===== src/rtl/bmm_pkg.sv =====
package bmm_pkg;

	localparam logic [2:0] ACT_FETCH      = 3'd0;
	localparam logic [2:0] ACT_DATA_READ  = 3'd1;
	localparam logic [2:0] ACT_MEM_WRITE  = 3'd2;
	localparam logic [2:0] ACT_PORT_WRITE = 3'd3;
	localparam logic [2:0] ACT_PORT_READ  = 3'd4;

	localparam logic [15:0] TRAP_LOW     = 16'h3D00;
	localparam logic [15:0] WINDOW1_BASE = 16'h4000;

	localparam logic [15:0] SYS_PORT_VAL   = 16'h0000;
	localparam logic [15:0] SYS_PORT_MASK  = 16'h00FF;
	localparam logic [15:0] EXT_PORT_VAL   = 16'h00FD;
	localparam logic [15:0] EXT_PORT_MASK  = 16'h0023;
	localparam logic [15:0] MAIN_PORT_VAL  = 16'h7FFD;
	localparam logic [15:0] MAIN_PORT_MASK = 16'hFF23;
	localparam logic [15:0] ULA_PORT_VAL   = 16'h00FE;
	localparam logic [15:0] ULA_PORT_MASK  = 16'h0003;

	localparam logic [7:0] EXT_EXTRA_PAGING = 8'h1F;
	localparam logic [7:0] EXT_WINDOW_TWO   = 8'h78;
	localparam logic [7:0] EXT_STATUS_A     = 8'h7A;
	localparam logic [7:0] EXT_ROM_BANK     = 8'h7E;
	localparam logic [7:0] EXT_HIGH_PAGE    = 8'hDF;

	localparam logic [6:0] RAM_PAGE_WINDOW1 = 7'd5;
	localparam logic [6:0] WINDOW2_FLIP     = 7'd2;
	localparam logic [7:0] PORT_IDLE_DATA   = 8'hFF;

	function automatic logic port_hit(input logic [15:0] port, input logic [15:0] val,
		input logic [15:0] mask);
		return (port & mask) == (val & mask);
	endfunction

endpackage


===== src/rtl/banked_memory_mapper_ports_core.sv =====
// Paging and port block for a banked 8-bit CPU bus. Each item is one CPU access (opcode
// fetch, data read, memory write, port write or port read); it enters an input register,
// is decoded against the paging, system, border and beeper registers in shallow
// combinational logic and leaves through a result register. One item is taken every clock
// unless a held result is not taken (out_ready low). Register updates made by an item
// (port writes, disk-ROM trap, startup-code shifts) are seen by the very next item. The
// border, beeper and screen outputs reflect the state after that item.
module banked_memory_mapper_ports_core
	import bmm_pkg::*;
(
	input  logic        clk,
	input  logic        arst_n,
	input  logic        in_valid,
	output logic        in_ready,
	input  logic [2:0]  action,
	input  logic [15:0] address,
	input  logic [7:0]  data_in,
	output logic        out_valid,
	input  logic        out_ready,
	output logic        is_ram,
	output logic [6:0]  page,
	output logic [13:0] offset,
	output logic        write_enable,
	output logic [7:0]  port_data,
	output logic        port_data_valid,
	output logic        cpu_reset_request,
	output logic [2:0]  border_colour,
	output logic        beeper_level,
	output logic        screen_page
);

	logic        valid_s1;
	logic [2:0]  action_s1;
	logic [15:0] address_s1;
	logic [7:0]  data_s1;

	logic        valid_s2;
	logic        is_ram_s2;
	logic [6:0]  page_s2;
	logic [13:0] offset_s2;
	logic        we_s2;
	logic [7:0]  pdata_s2;
	logic        pvalid_s2;
	logic        rst_s2;
	logic [2:0]  border_s2;
	logic        beeper_s2;
	logic        screen_s2;

	logic [7:0] main_paging_q, extra_paging_q, rom_bank_q, window_two_q;
	logic [7:0] high_page_q, system_control_q, code_shifter_q;
	logic       disk_rom_q;
	logic [2:0] border_q;
	logic       beeper_q;

	logic [7:0] main_paging_n, extra_paging_n, rom_bank_n, window_two_n;
	logic [7:0] high_page_n, system_control_n, code_shifter_n;
	logic       disk_rom_n;
	logic [2:0] border_n;
	logic       beeper_n;

	logic        is_ram_c, we_c, pvalid_c, rst_c;
	logic [6:0]  page_c;
	logic [13:0] offset_c;
	logic [7:0]  pdata_c;
	logic [6:0]  rom_sel_c;
	logic        advance;

	assign advance  = valid_s1 && (!valid_s2 || out_ready);
	assign in_ready = !valid_s1 || advance;

	always_comb begin
		main_paging_n    = main_paging_q;
		extra_paging_n   = extra_paging_q;
		rom_bank_n       = rom_bank_q;
		window_two_n     = window_two_q;
		high_page_n      = high_page_q;
		system_control_n = system_control_q;
		code_shifter_n   = code_shifter_q;
		disk_rom_n       = disk_rom_q;
		border_n         = border_q;
		beeper_n         = beeper_q;
		is_ram_c         = 1'b0;
		page_c           = '0;
		offset_c         = '0;
		we_c             = 1'b0;
		pdata_c          = PORT_IDLE_DATA;
		pvalid_c         = 1'b0;
		rst_c            = 1'b0;
		rom_sel_c        = '0;

		case (action_s1)
			ACT_FETCH, ACT_DATA_READ, ACT_MEM_WRITE: begin
				if (action_s1 == ACT_FETCH) begin
					if (!disk_rom_q && address_s1 >= TRAP_LOW && address_s1 < WINDOW1_BASE
						&& main_paging_q[4])
						disk_rom_n = 1'b1;
					else if (disk_rom_q && address_s1 >= WINDOW1_BASE)
						disk_rom_n = 1'b0;
				end
				offset_c = address_s1[13:0];
				we_c     = (action_s1 == ACT_MEM_WRITE) && (address_s1 >= WINDOW1_BASE);
				case (address_s1[15:14])
					2'd0: begin
						rom_sel_c = {2'b00, rom_bank_q[6:4], disk_rom_n, main_paging_q[4]};
						if (extra_paging_q[1])
							rom_sel_c = {2'b00, rom_bank_q[6:4], 2'b10};
						is_ram_c = 1'b0;
						page_c   = rom_sel_c;
						if (extra_paging_q[0]) begin
							is_ram_c = 1'b1;
							page_c   = '0;
						end
						if (extra_paging_q[2]) begin
							is_ram_c = 1'b0;
							page_c   = {2'b00, rom_bank_q[6:4], 2'b11};
						end
					end
					2'd1: begin
						is_ram_c = 1'b1;
						page_c   = RAM_PAGE_WINDOW1;
					end
					2'd2: begin
						is_ram_c = 1'b1;
						page_c   = window_two_q[6:0] ^ WINDOW2_FLIP;
					end
					default: begin
						is_ram_c = 1'b1;
						page_c   = {high_page_q[2:0], extra_paging_q[4], main_paging_q[2:0]};
					end
				endcase
			end
			ACT_PORT_WRITE: begin
				if (port_hit(address_s1, SYS_PORT_VAL, SYS_PORT_MASK)) begin
					system_control_n = data_s1;
					if (data_s1[3]) begin
						code_shifter_n = {5'b10000, data_s1[2:0]};
						rst_c          = !data_s1[4];
					end
				end
				if (port_hit(address_s1, EXT_PORT_VAL, EXT_PORT_MASK)) begin
					case (address_s1[15:8])
						EXT_EXTRA_PAGING: extra_paging_n = data_s1;
						EXT_WINDOW_TWO:   window_two_n   = data_s1;
						EXT_ROM_BANK:     rom_bank_n     = data_s1;
						EXT_HIGH_PAGE:    high_page_n    = data_s1;
						default: ;
					endcase
				end
				if (port_hit(address_s1, MAIN_PORT_VAL, MAIN_PORT_MASK) && !main_paging_q[5])
					main_paging_n = data_s1;
				if (port_hit(address_s1, ULA_PORT_VAL, ULA_PORT_MASK)) begin
					border_n = data_s1[2:0];
					beeper_n = data_s1[4];
				end
			end
			ACT_PORT_READ: begin
				if (port_hit(address_s1, EXT_PORT_VAL, EXT_PORT_MASK)) begin
					case (address_s1[15:8])
						EXT_STATUS_A: begin
							pdata_c  = {border_q[0], high_page_q[2:0], extra_paging_q[4],
								main_paging_q[2:0]};
							pvalid_c = 1'b1;
						end
						EXT_ROM_BANK: begin
							pdata_c  = {border_q[2], extra_paging_q[0], system_control_q[5],
								system_control_q[7], rom_bank_q[3], rom_bank_q[7],
								main_paging_q[3], main_paging_q[5]};
							pvalid_c = 1'b1;
						end
						EXT_WINDOW_TWO: begin
							pdata_c        = {border_q[1], window_two_q[6:1],
								window_two_q[0] | code_shifter_q[0]};
							code_shifter_n = {1'b0, code_shifter_q[7:1]};
							pvalid_c       = 1'b1;
						end
						default: ;
					endcase
				end
			end
			default: ;
		endcase
	end

	always_ff @(posedge clk or negedge arst_n) begin
		if (!arst_n) begin
			valid_s1 <= 1'b0;
		end else if (in_ready) begin
			valid_s1 <= in_valid;
		end
	end

	always_ff @(posedge clk) begin
		if (in_ready && in_valid) begin
			action_s1  <= action;
			address_s1 <= address;
			data_s1    <= data_in;
		end
	end

	always_ff @(posedge clk or negedge arst_n) begin
		if (!arst_n) begin
			valid_s2         <= 1'b0;
			main_paging_q    <= '0;
			extra_paging_q   <= '0;
			rom_bank_q       <= '0;
			window_two_q     <= '0;
			high_page_q      <= '0;
			system_control_q <= '0;
			code_shifter_q   <= '0;
			disk_rom_q       <= 1'b0;
			border_q         <= '0;
			beeper_q         <= 1'b0;
		end else begin
			if (advance) begin
				valid_s2         <= 1'b1;
				main_paging_q    <= main_paging_n;
				extra_paging_q   <= extra_paging_n;
				rom_bank_q       <= rom_bank_n;
				window_two_q     <= window_two_n;
				high_page_q      <= high_page_n;
				system_control_q <= system_control_n;
				code_shifter_q   <= code_shifter_n;
				disk_rom_q       <= disk_rom_n;
				border_q         <= border_n;
				beeper_q         <= beeper_n;
			end else if (out_ready) begin
				valid_s2 <= 1'b0;
			end
		end
	end

	always_ff @(posedge clk) begin
		if (advance) begin
			is_ram_s2 <= is_ram_c;
			page_s2   <= page_c;
			offset_s2 <= offset_c;
			we_s2     <= we_c;
			pdata_s2  <= pdata_c;
			pvalid_s2 <= pvalid_c;
			rst_s2    <= rst_c;
			border_s2 <= border_n;
			beeper_s2 <= beeper_n;
			screen_s2 <= main_paging_n[3];
		end
	end

	assign out_valid         = valid_s2;
	assign is_ram            = is_ram_s2;
	assign page              = page_s2;
	assign offset            = offset_s2;
	assign write_enable      = we_s2;
	assign port_data         = pdata_s2;
	assign port_data_valid   = pvalid_s2;
	assign cpu_reset_request = rst_s2;
	assign border_colour     = border_s2;
	assign beeper_level      = beeper_s2;
	assign screen_page       = screen_s2;

endmodule

===== config.mk =====
export PLATFORM = sky130hd
export DESIGN_NAME = banked_memory_mapper_ports_core
export DESIGN_NICKNAME = d
export VERILOG_FILES = /design/src/rtl/bmm_pkg.sv /design/src/rtl/banked_memory_mapper_ports_core.sv
export SDC_FILE = /design/constraint.sdc
export NUM_CORES = 1
export LEC_CHECK = 0
export BUFFER_PORTS_ARGS = -buffer_cell sky130_fd_sc_hd__buf_2
export CAP_MARGIN = 15
export CORE_MARGIN = 4
export CORE_UTILIZATION = 30
export DETAILED_ROUTE_END_ITERATION = 8
export PLACE_DENSITY = 0.59
export SLEW_MARGIN = 25
export SYNTH_ARGS = -nofsm -noshare
export SYNTH_HDL_FRONTEND = slang
export SYNTH_SLANG_ARGS = --single-unit

===== constraint.sdc =====
create_clock -name clk -period 5.82 [get_ports clk]
set_clock_uncertainty 0.2 [all_clocks]
set_input_delay 0.291 -clock clk [delete_from_list [all_inputs] [get_ports clk]]
set_output_delay 0.291 -clock clk [all_outputs]
set_load 0.02 [all_outputs]

## Word-level counts from Yosys, hierarchy flattened

Cells that the tools add are included.

- Memory bits (writable): 0
- Output and inout bits: 40
- Input bits: 31
- Memories kept: 0
- Memory bits (read-only): 0
- Latch bits: 0
- Register bits: 117
- Word-level logic and storage cells: 106

- $lt $le $gt $ge: 3
- Reduce and logical (&&, ||, !) cells: 32
- Muxes and demuxes: 25
- Bitwise operators: 2
- Shifts and indexed selects: 0
- Divide/modulo/power cells: 0
- Eq/ne operators: 18
- $add $sub $neg: 0
- $mul: 0

Operators by type and width:

| operator | count |
|---|---|
| $mux 8 | 4 |
| $eq 8x7->1 const B | 3 |
| $pmux 8 s3 | 1 |
| $pmux 7 s3 | 1 |
| $ge 16x14->1 const B | 1 |
| $ge 16x15->1 const B | 1 |
| $logic_not 16->1 | 1 |
| $lt 16x15->1 const B | 1 |
| $pmux 8 s2 | 1 |
| $reduce_and 4->1 | 4 |
| $eq 11x10->1 const B | 1 |
| $mux 1 | 11 |
| $reduce_and 3->1 | 3 |
| $eq 8x5->1 const B | 1 |
| $eq 8x8->1 const B | 1 |
| $logic_and 1x1->1 | 8 |
| $mux 4 | 2 |
| $ne 2x2->1 const B | 4 |
| $mux 7 | 1 |
| $eq 3x2->1 const B | 2 |
| $eq 3x3->1 const B | 2 |
| $mux 3 | 2 |
| $reduce_and 6->1 | 1 |
| $reduce_or 3->1 | 2 |
| other kinds (13) | 21 |

## Longest topological paths before layout

- Depth after elaboration: 10
- Gate-level depth with buffers: 5
- Gate-level depth less buffers: 5

## Worst setup path before layout

No wires, ideal clock.

- Path kind: register -> register
- Start point: register valid_s2 (netlist: out_valid)
- End point: register beeper_q
- Arrival time: 2.103 ns
- Cell stages (with the launch flop): 6
- Clock period less this slack: 2.427 ns
- Slack: 3.393 ns
- Buffers on the path: 0
- Cell sequence: dfrtp_1 nand2b_1 nand2_1 inv_1 nand2_1 mux2_2

- Longest elaborated chain between the ends: 3

RTL lines:

| item | line | RTL |
|---|---|---|
| from (decl) | banked_memory_mapper_ports_core.sv:37 | `logic valid_s2;` |
| from (signal assigned) | banked_memory_mapper_ports_core.sv:202 | `valid_s2 <= 1'b0;` |
| from (signal assigned) | banked_memory_mapper_ports_core.sv:215 | `valid_s2 <= 1'b1;` |
| from (signal assigned) | banked_memory_mapper_ports_core.sv:227 | `valid_s2 <= 1'b0;` |
| $logic_not 1->1 | banked_memory_mapper_ports_core.sv:68 | `assign advance = valid_s1 && (!valid_s2 \|\| out_ready);` |
| $logic_or 1x1->1 | banked_memory_mapper_ports_core.sv:68 |  |
| $logic_and 1x1->1 | banked_memory_mapper_ports_core.sv:68 |  |
| named net advance | banked_memory_mapper_ports_core.sv:66 | `logic advance;` |
| to (signal assigned) | banked_memory_mapper_ports_core.sv:225 | `beeper_q <= beeper_n;` |
| to (decl) | banked_memory_mapper_ports_core.sv:53 | `logic beeper_q;` |

The timed path passes the listed nets, and every way through them passes these cells.
A chain may end at the register's enable or synchronous reset.

## Worst setup path in the final report

- Start point: register address_s1[14]
- End point: register code_shifter_q[2]

- Longest elaborated chain between the ends: 3

RTL lines:

| item | line | RTL |
|---|---|---|
| from (decl) | banked_memory_mapper_ports_core.sv:34 | `logic [15:0] address_s1;` |
| from (signal assigned) | banked_memory_mapper_ports_core.sv:195 | `address_s1 <= address;` |
| $eq 8x7->1 | banked_memory_mapper_ports_core.sv:158 | `case (address_s1[15:8])` |
| $ne 2x2->1 (no line) | - |  |
| $reduce_and 6->1 (no line) | - |  |
| to (signal assigned) | banked_memory_mapper_ports_core.sv:222 | `code_shifter_q <= code_shifter_n;` |
| to (decl) | banked_memory_mapper_ports_core.sv:50 | `logic [7:0] high_page_q, system_control_q, code_shifter_q;` |

No other way between the ends.

==> out/qor.txt <==
Status -> finished clean
Mean Syn Cell Area -> 15.0 um2
Async S/R FF share, synth -> 0.393
Clk root buf -> clkbuf_16
Total CTS buffers -> 9
Primary FF master, synth -> edfxtp_1
Combinational share of power -> 0.087
Initial DRC count -> 125
Maximum vdd drop -> 0.000135 V
YS warnings -> 0
RR Startpoint -> address_s1[14]$_DFFE_PP_
Hold Fails Final Rpt -> 0
Starting Density -> 0.305
Synth Area in XOR/XNOR -> 0
Design area -> 5580 um2
Util after Layout -> 0.384
IO Port Bufs -> 70
Hold Slack -> 0.0450 ns
First-pass DRT Iterations -> 6
Routed vias -> 2815
Post-Syn Nets -> 327
Number of antenna violations at the first check in global routing -> 0
Placed cell area -> 5000 um2
Setup crit start kind -> register
Max Slew Vio Count -> 0
Post-cts repair resize count -> 0
Routed WL -> 10.3 mm
Seq pwr share -> 0.544
First-pass GRT wire length -> 16.5 mm
Register area share after synthesis -> 0.677
Setup violations, final -> 0
Simple-Gate Fraction of Synth Area -> 0.116
Cells after Synth -> 296
Clk pin slew, worst setup/hold paths -> 0.07 ns
Setup tns final -> 0 ns
R2R Path End -> code_shifter_q[2]$_DFFE_PN0P_
Hold Path Class -> in2reg
Via density -> 4.77
Power density cells -> 291 nW/um2
Total GRT Usage -> 0.131
Critical path arrival -> 2.72 ns
Crit end category -> register
Synth cell types -> 45
Pleak -> 2.23 nW
Synth Register Bits -> 107
Compound-Gate Fraction of Synth Area -> 0.0522
Fmax -> 371 MHz
I/O pins -> 71
Die area -> 16800 um2
Mapped Area -> 4440 um2
Req. time, crit path -> 5.85 ns
Worst Path Max Fanout -> 14
Worst slew pin tran -> 0.848 ns
Max-slew headroom -> 0.433
Max cap viols -> 0
Final worst path period need -> 2.69 ns
Net count of the finished layout -> 432
Worst-Skew Late Latency -> 0.35 ns
H-tree levels -> 3
Vias in the first global route -> 3008
CORE AREA -> 14500 um2
Total grt overflow -> 0
DRC viols -> 0
Int Power -> 1.25 mW
Mux share of post-synthesis cell area -> 0.140
CTS Sinks -> 107
Die width -> 130 um
Worst R2R Path Depth -> 4
Area grow syn2layout -> 25.9%
Rows -> 44
HPWL Detailed -> 7.14 mm
GPL Wtd Cong -> 0.820
Clk buf depth -> 2
CTS tree -> yes
Routed wire per std cell -> 17.5 um
Crit Path Category -> reg2reg
Antenna-violating nets left -> 0
Layout cells sized above 1 -> 0.355
Worst hold start -> out_ready
Psw -> 0.380 mW
Clk pwr share -> 0.369
Largest family of logic cells by synthesized area -> multiplexers
Switching share of power -> 0.234
Chip Height -> 130 um
R2R Setup Slk -> 3.13 ns
Synth Area in Adders -> 0
# diodes -> 0
Largest net degree at the start of global routing -> 43
WHS Path Cells -> 3
EDFF count, synth -> 65
Period utilization -> 0.463
RSZ-0062 raised after global routing -> false
Worst Hold End -> valid_s1$_DFFE_PN0N_
synthesized netlist by cell type (2+ instances only):
master	n	area (um2)
nand2b_1	6	37.5
o21ai_0	3	15.0
a21o_1	3	22.5
and2_1	15	93.8
buf_2	3	15.0
mux2i_1	6	60.1
o22ai_1	8	50.1
nor3b_1	3	22.5
mux2_4	3	45.0
nor4_1	4	25.0
nand3_1	5	25.0
inv_1	7	26.3
a21oi_1	8	40.0
edfxtp_1	65	1950
nand4b_1	2	17.5
clkbuf_1	4	15.0
or4_1	2	15.0
nand2_1	23	86.3
nor2_1	9	33.8
nand3b_1	4	30.0
and3b_1	2	17.5
dfrtp_1	42	1050
mux2_2	46	518
o31ai_1	2	15.0
critical path: stages (launching register included):
cell,delay [ns]
edfxtp_1,0.65
nand4b_1,0.25
or3b_1,0.58
o32ai_4,0.55
mux2_4,0.34
cell usage in the layout (no fill, tap or decap), types with 3 or more instances in the layout:
master | Yosys | routed
nor3b_1 | 3 | 3
nand2b_1 | 6 | 6
o22ai_1 | 8 | 8
dlygate4sd3_1 | 0 | 29
and2_1 | 15 | 15
nand2_1 | 23 | 23
nand3b_1 | 4 | 4
mux2_4 | 3 | 3
buf_4 | 0 | 4
inv_1 | 7 | 7
nor4_1 | 4 | 4
a21o_1 | 3 | 3
dfrtp_1 | 42 | 42
o21ai_0 | 3 | 3
nor2_1 | 9 | 9
nand3_1 | 5 | 5
buf_2 | 3 | 69
a21oi_1 | 8 | 8
clkbuf_16 | 0 | 9
mux2i_1 | 6 | 6
mux2_2 | 46 | 46
edfxtp_1 | 65 | 65
routing by layer:
metal | wire length [um] | up-vias | track usage
li1 | - | 1317 | -
met1 | 4480 | 1400 | 0.166
met2 | 5070 | 76 | 0.214
met3 | 507 | 22 | 0.0338
met4 | 250 | 0 | 0.0526
met5 | 0 | - | 0
power groups by stage:
stage                     sequential (mW)  combinational [mW]  clock (mW)
after global routing                0.889               0.156       0.644
after CTS                           0.885               0.145       0.614
after floorplan                     0.910              0.0580           0
after global placement              0.900               0.128           0
final                               0.884               0.142       0.600
after detailed placement            0.901               0.130           0
per-stage QoR:
stage	setup slack, ns	instances	power (mW)
after CTS	3.15	590	1.64
after floorplan	3.39	296	0.968
final	3.13	590	1.63
after global routing	3.01	590	1.69
after global placement	3.22	545	1.03
after detailed placement	3.17	545	1.03
cell families after synthesis:
| family | after synthesis |
|---|---|
| muxes | 55 |
| AOI/OAI and AO/OA | 32 |
| buffers and inverters | 16 |
| DFF | 107 |
| and+or+nand+nor | 86 |
how the worst max path moves through the flow:
stage,cells after the start,slack (ns),endpoint,start
floorplan,5,3.39,beeper_q$_DFFE_PN0P_,out_valid$_DFFE_PN0P_
global placement,4,3.22,code_shifter_q[2]$_DFFE_PN0P_,address_s1[15]$_DFFE_PP_
detailed placement,4,3.17,code_shifter_q[1]$_DFFE_PN0P_,address_s1[14]$_DFFE_PP_
CTS,4,3.15,code_shifter_q[2]$_DFFE_PN0P_,address_s1[14]$_DFFE_PP_
global route,4,3.01,code_shifter_q[2]$_DFFE_PN0P_,address_s1[14]$_DFFE_PP_
finish,4,3.13,code_shifter_q[2]$_DFFE_PN0P_,address_s1[14]$_DFFE_PP_
flip-flops by register name, summed over array words and instances (netlist names), 2 cells and up:
register and count:
main_paging_q 6, action_s1 3, data_s1 8, border_q 3, extra_paging_q 4, code_shifter_q 8, page 7, address_s1 16
high_page_q 3, offset 14, port_data 8, border_colour 3, rom_bank_q 5, system_control_q 2, window_two_q 7
area by class of cell:
class	count	area, um2
clock buffers	11	233
clock inverters	5	53.8
fillers	1425	8950
inverters	8	30.0
multi-input cells	173	1370
flip-flops and latches	107	3000
well taps	184	230
repair buffers	102	666
repair_timing:
item,CTS,global route
hold buffers,29,0
endpoints found under the hold margin,70,0
buffers inserted,0,0
setup endpoints to repair,0,0
(Power assumes the default switching activity.)
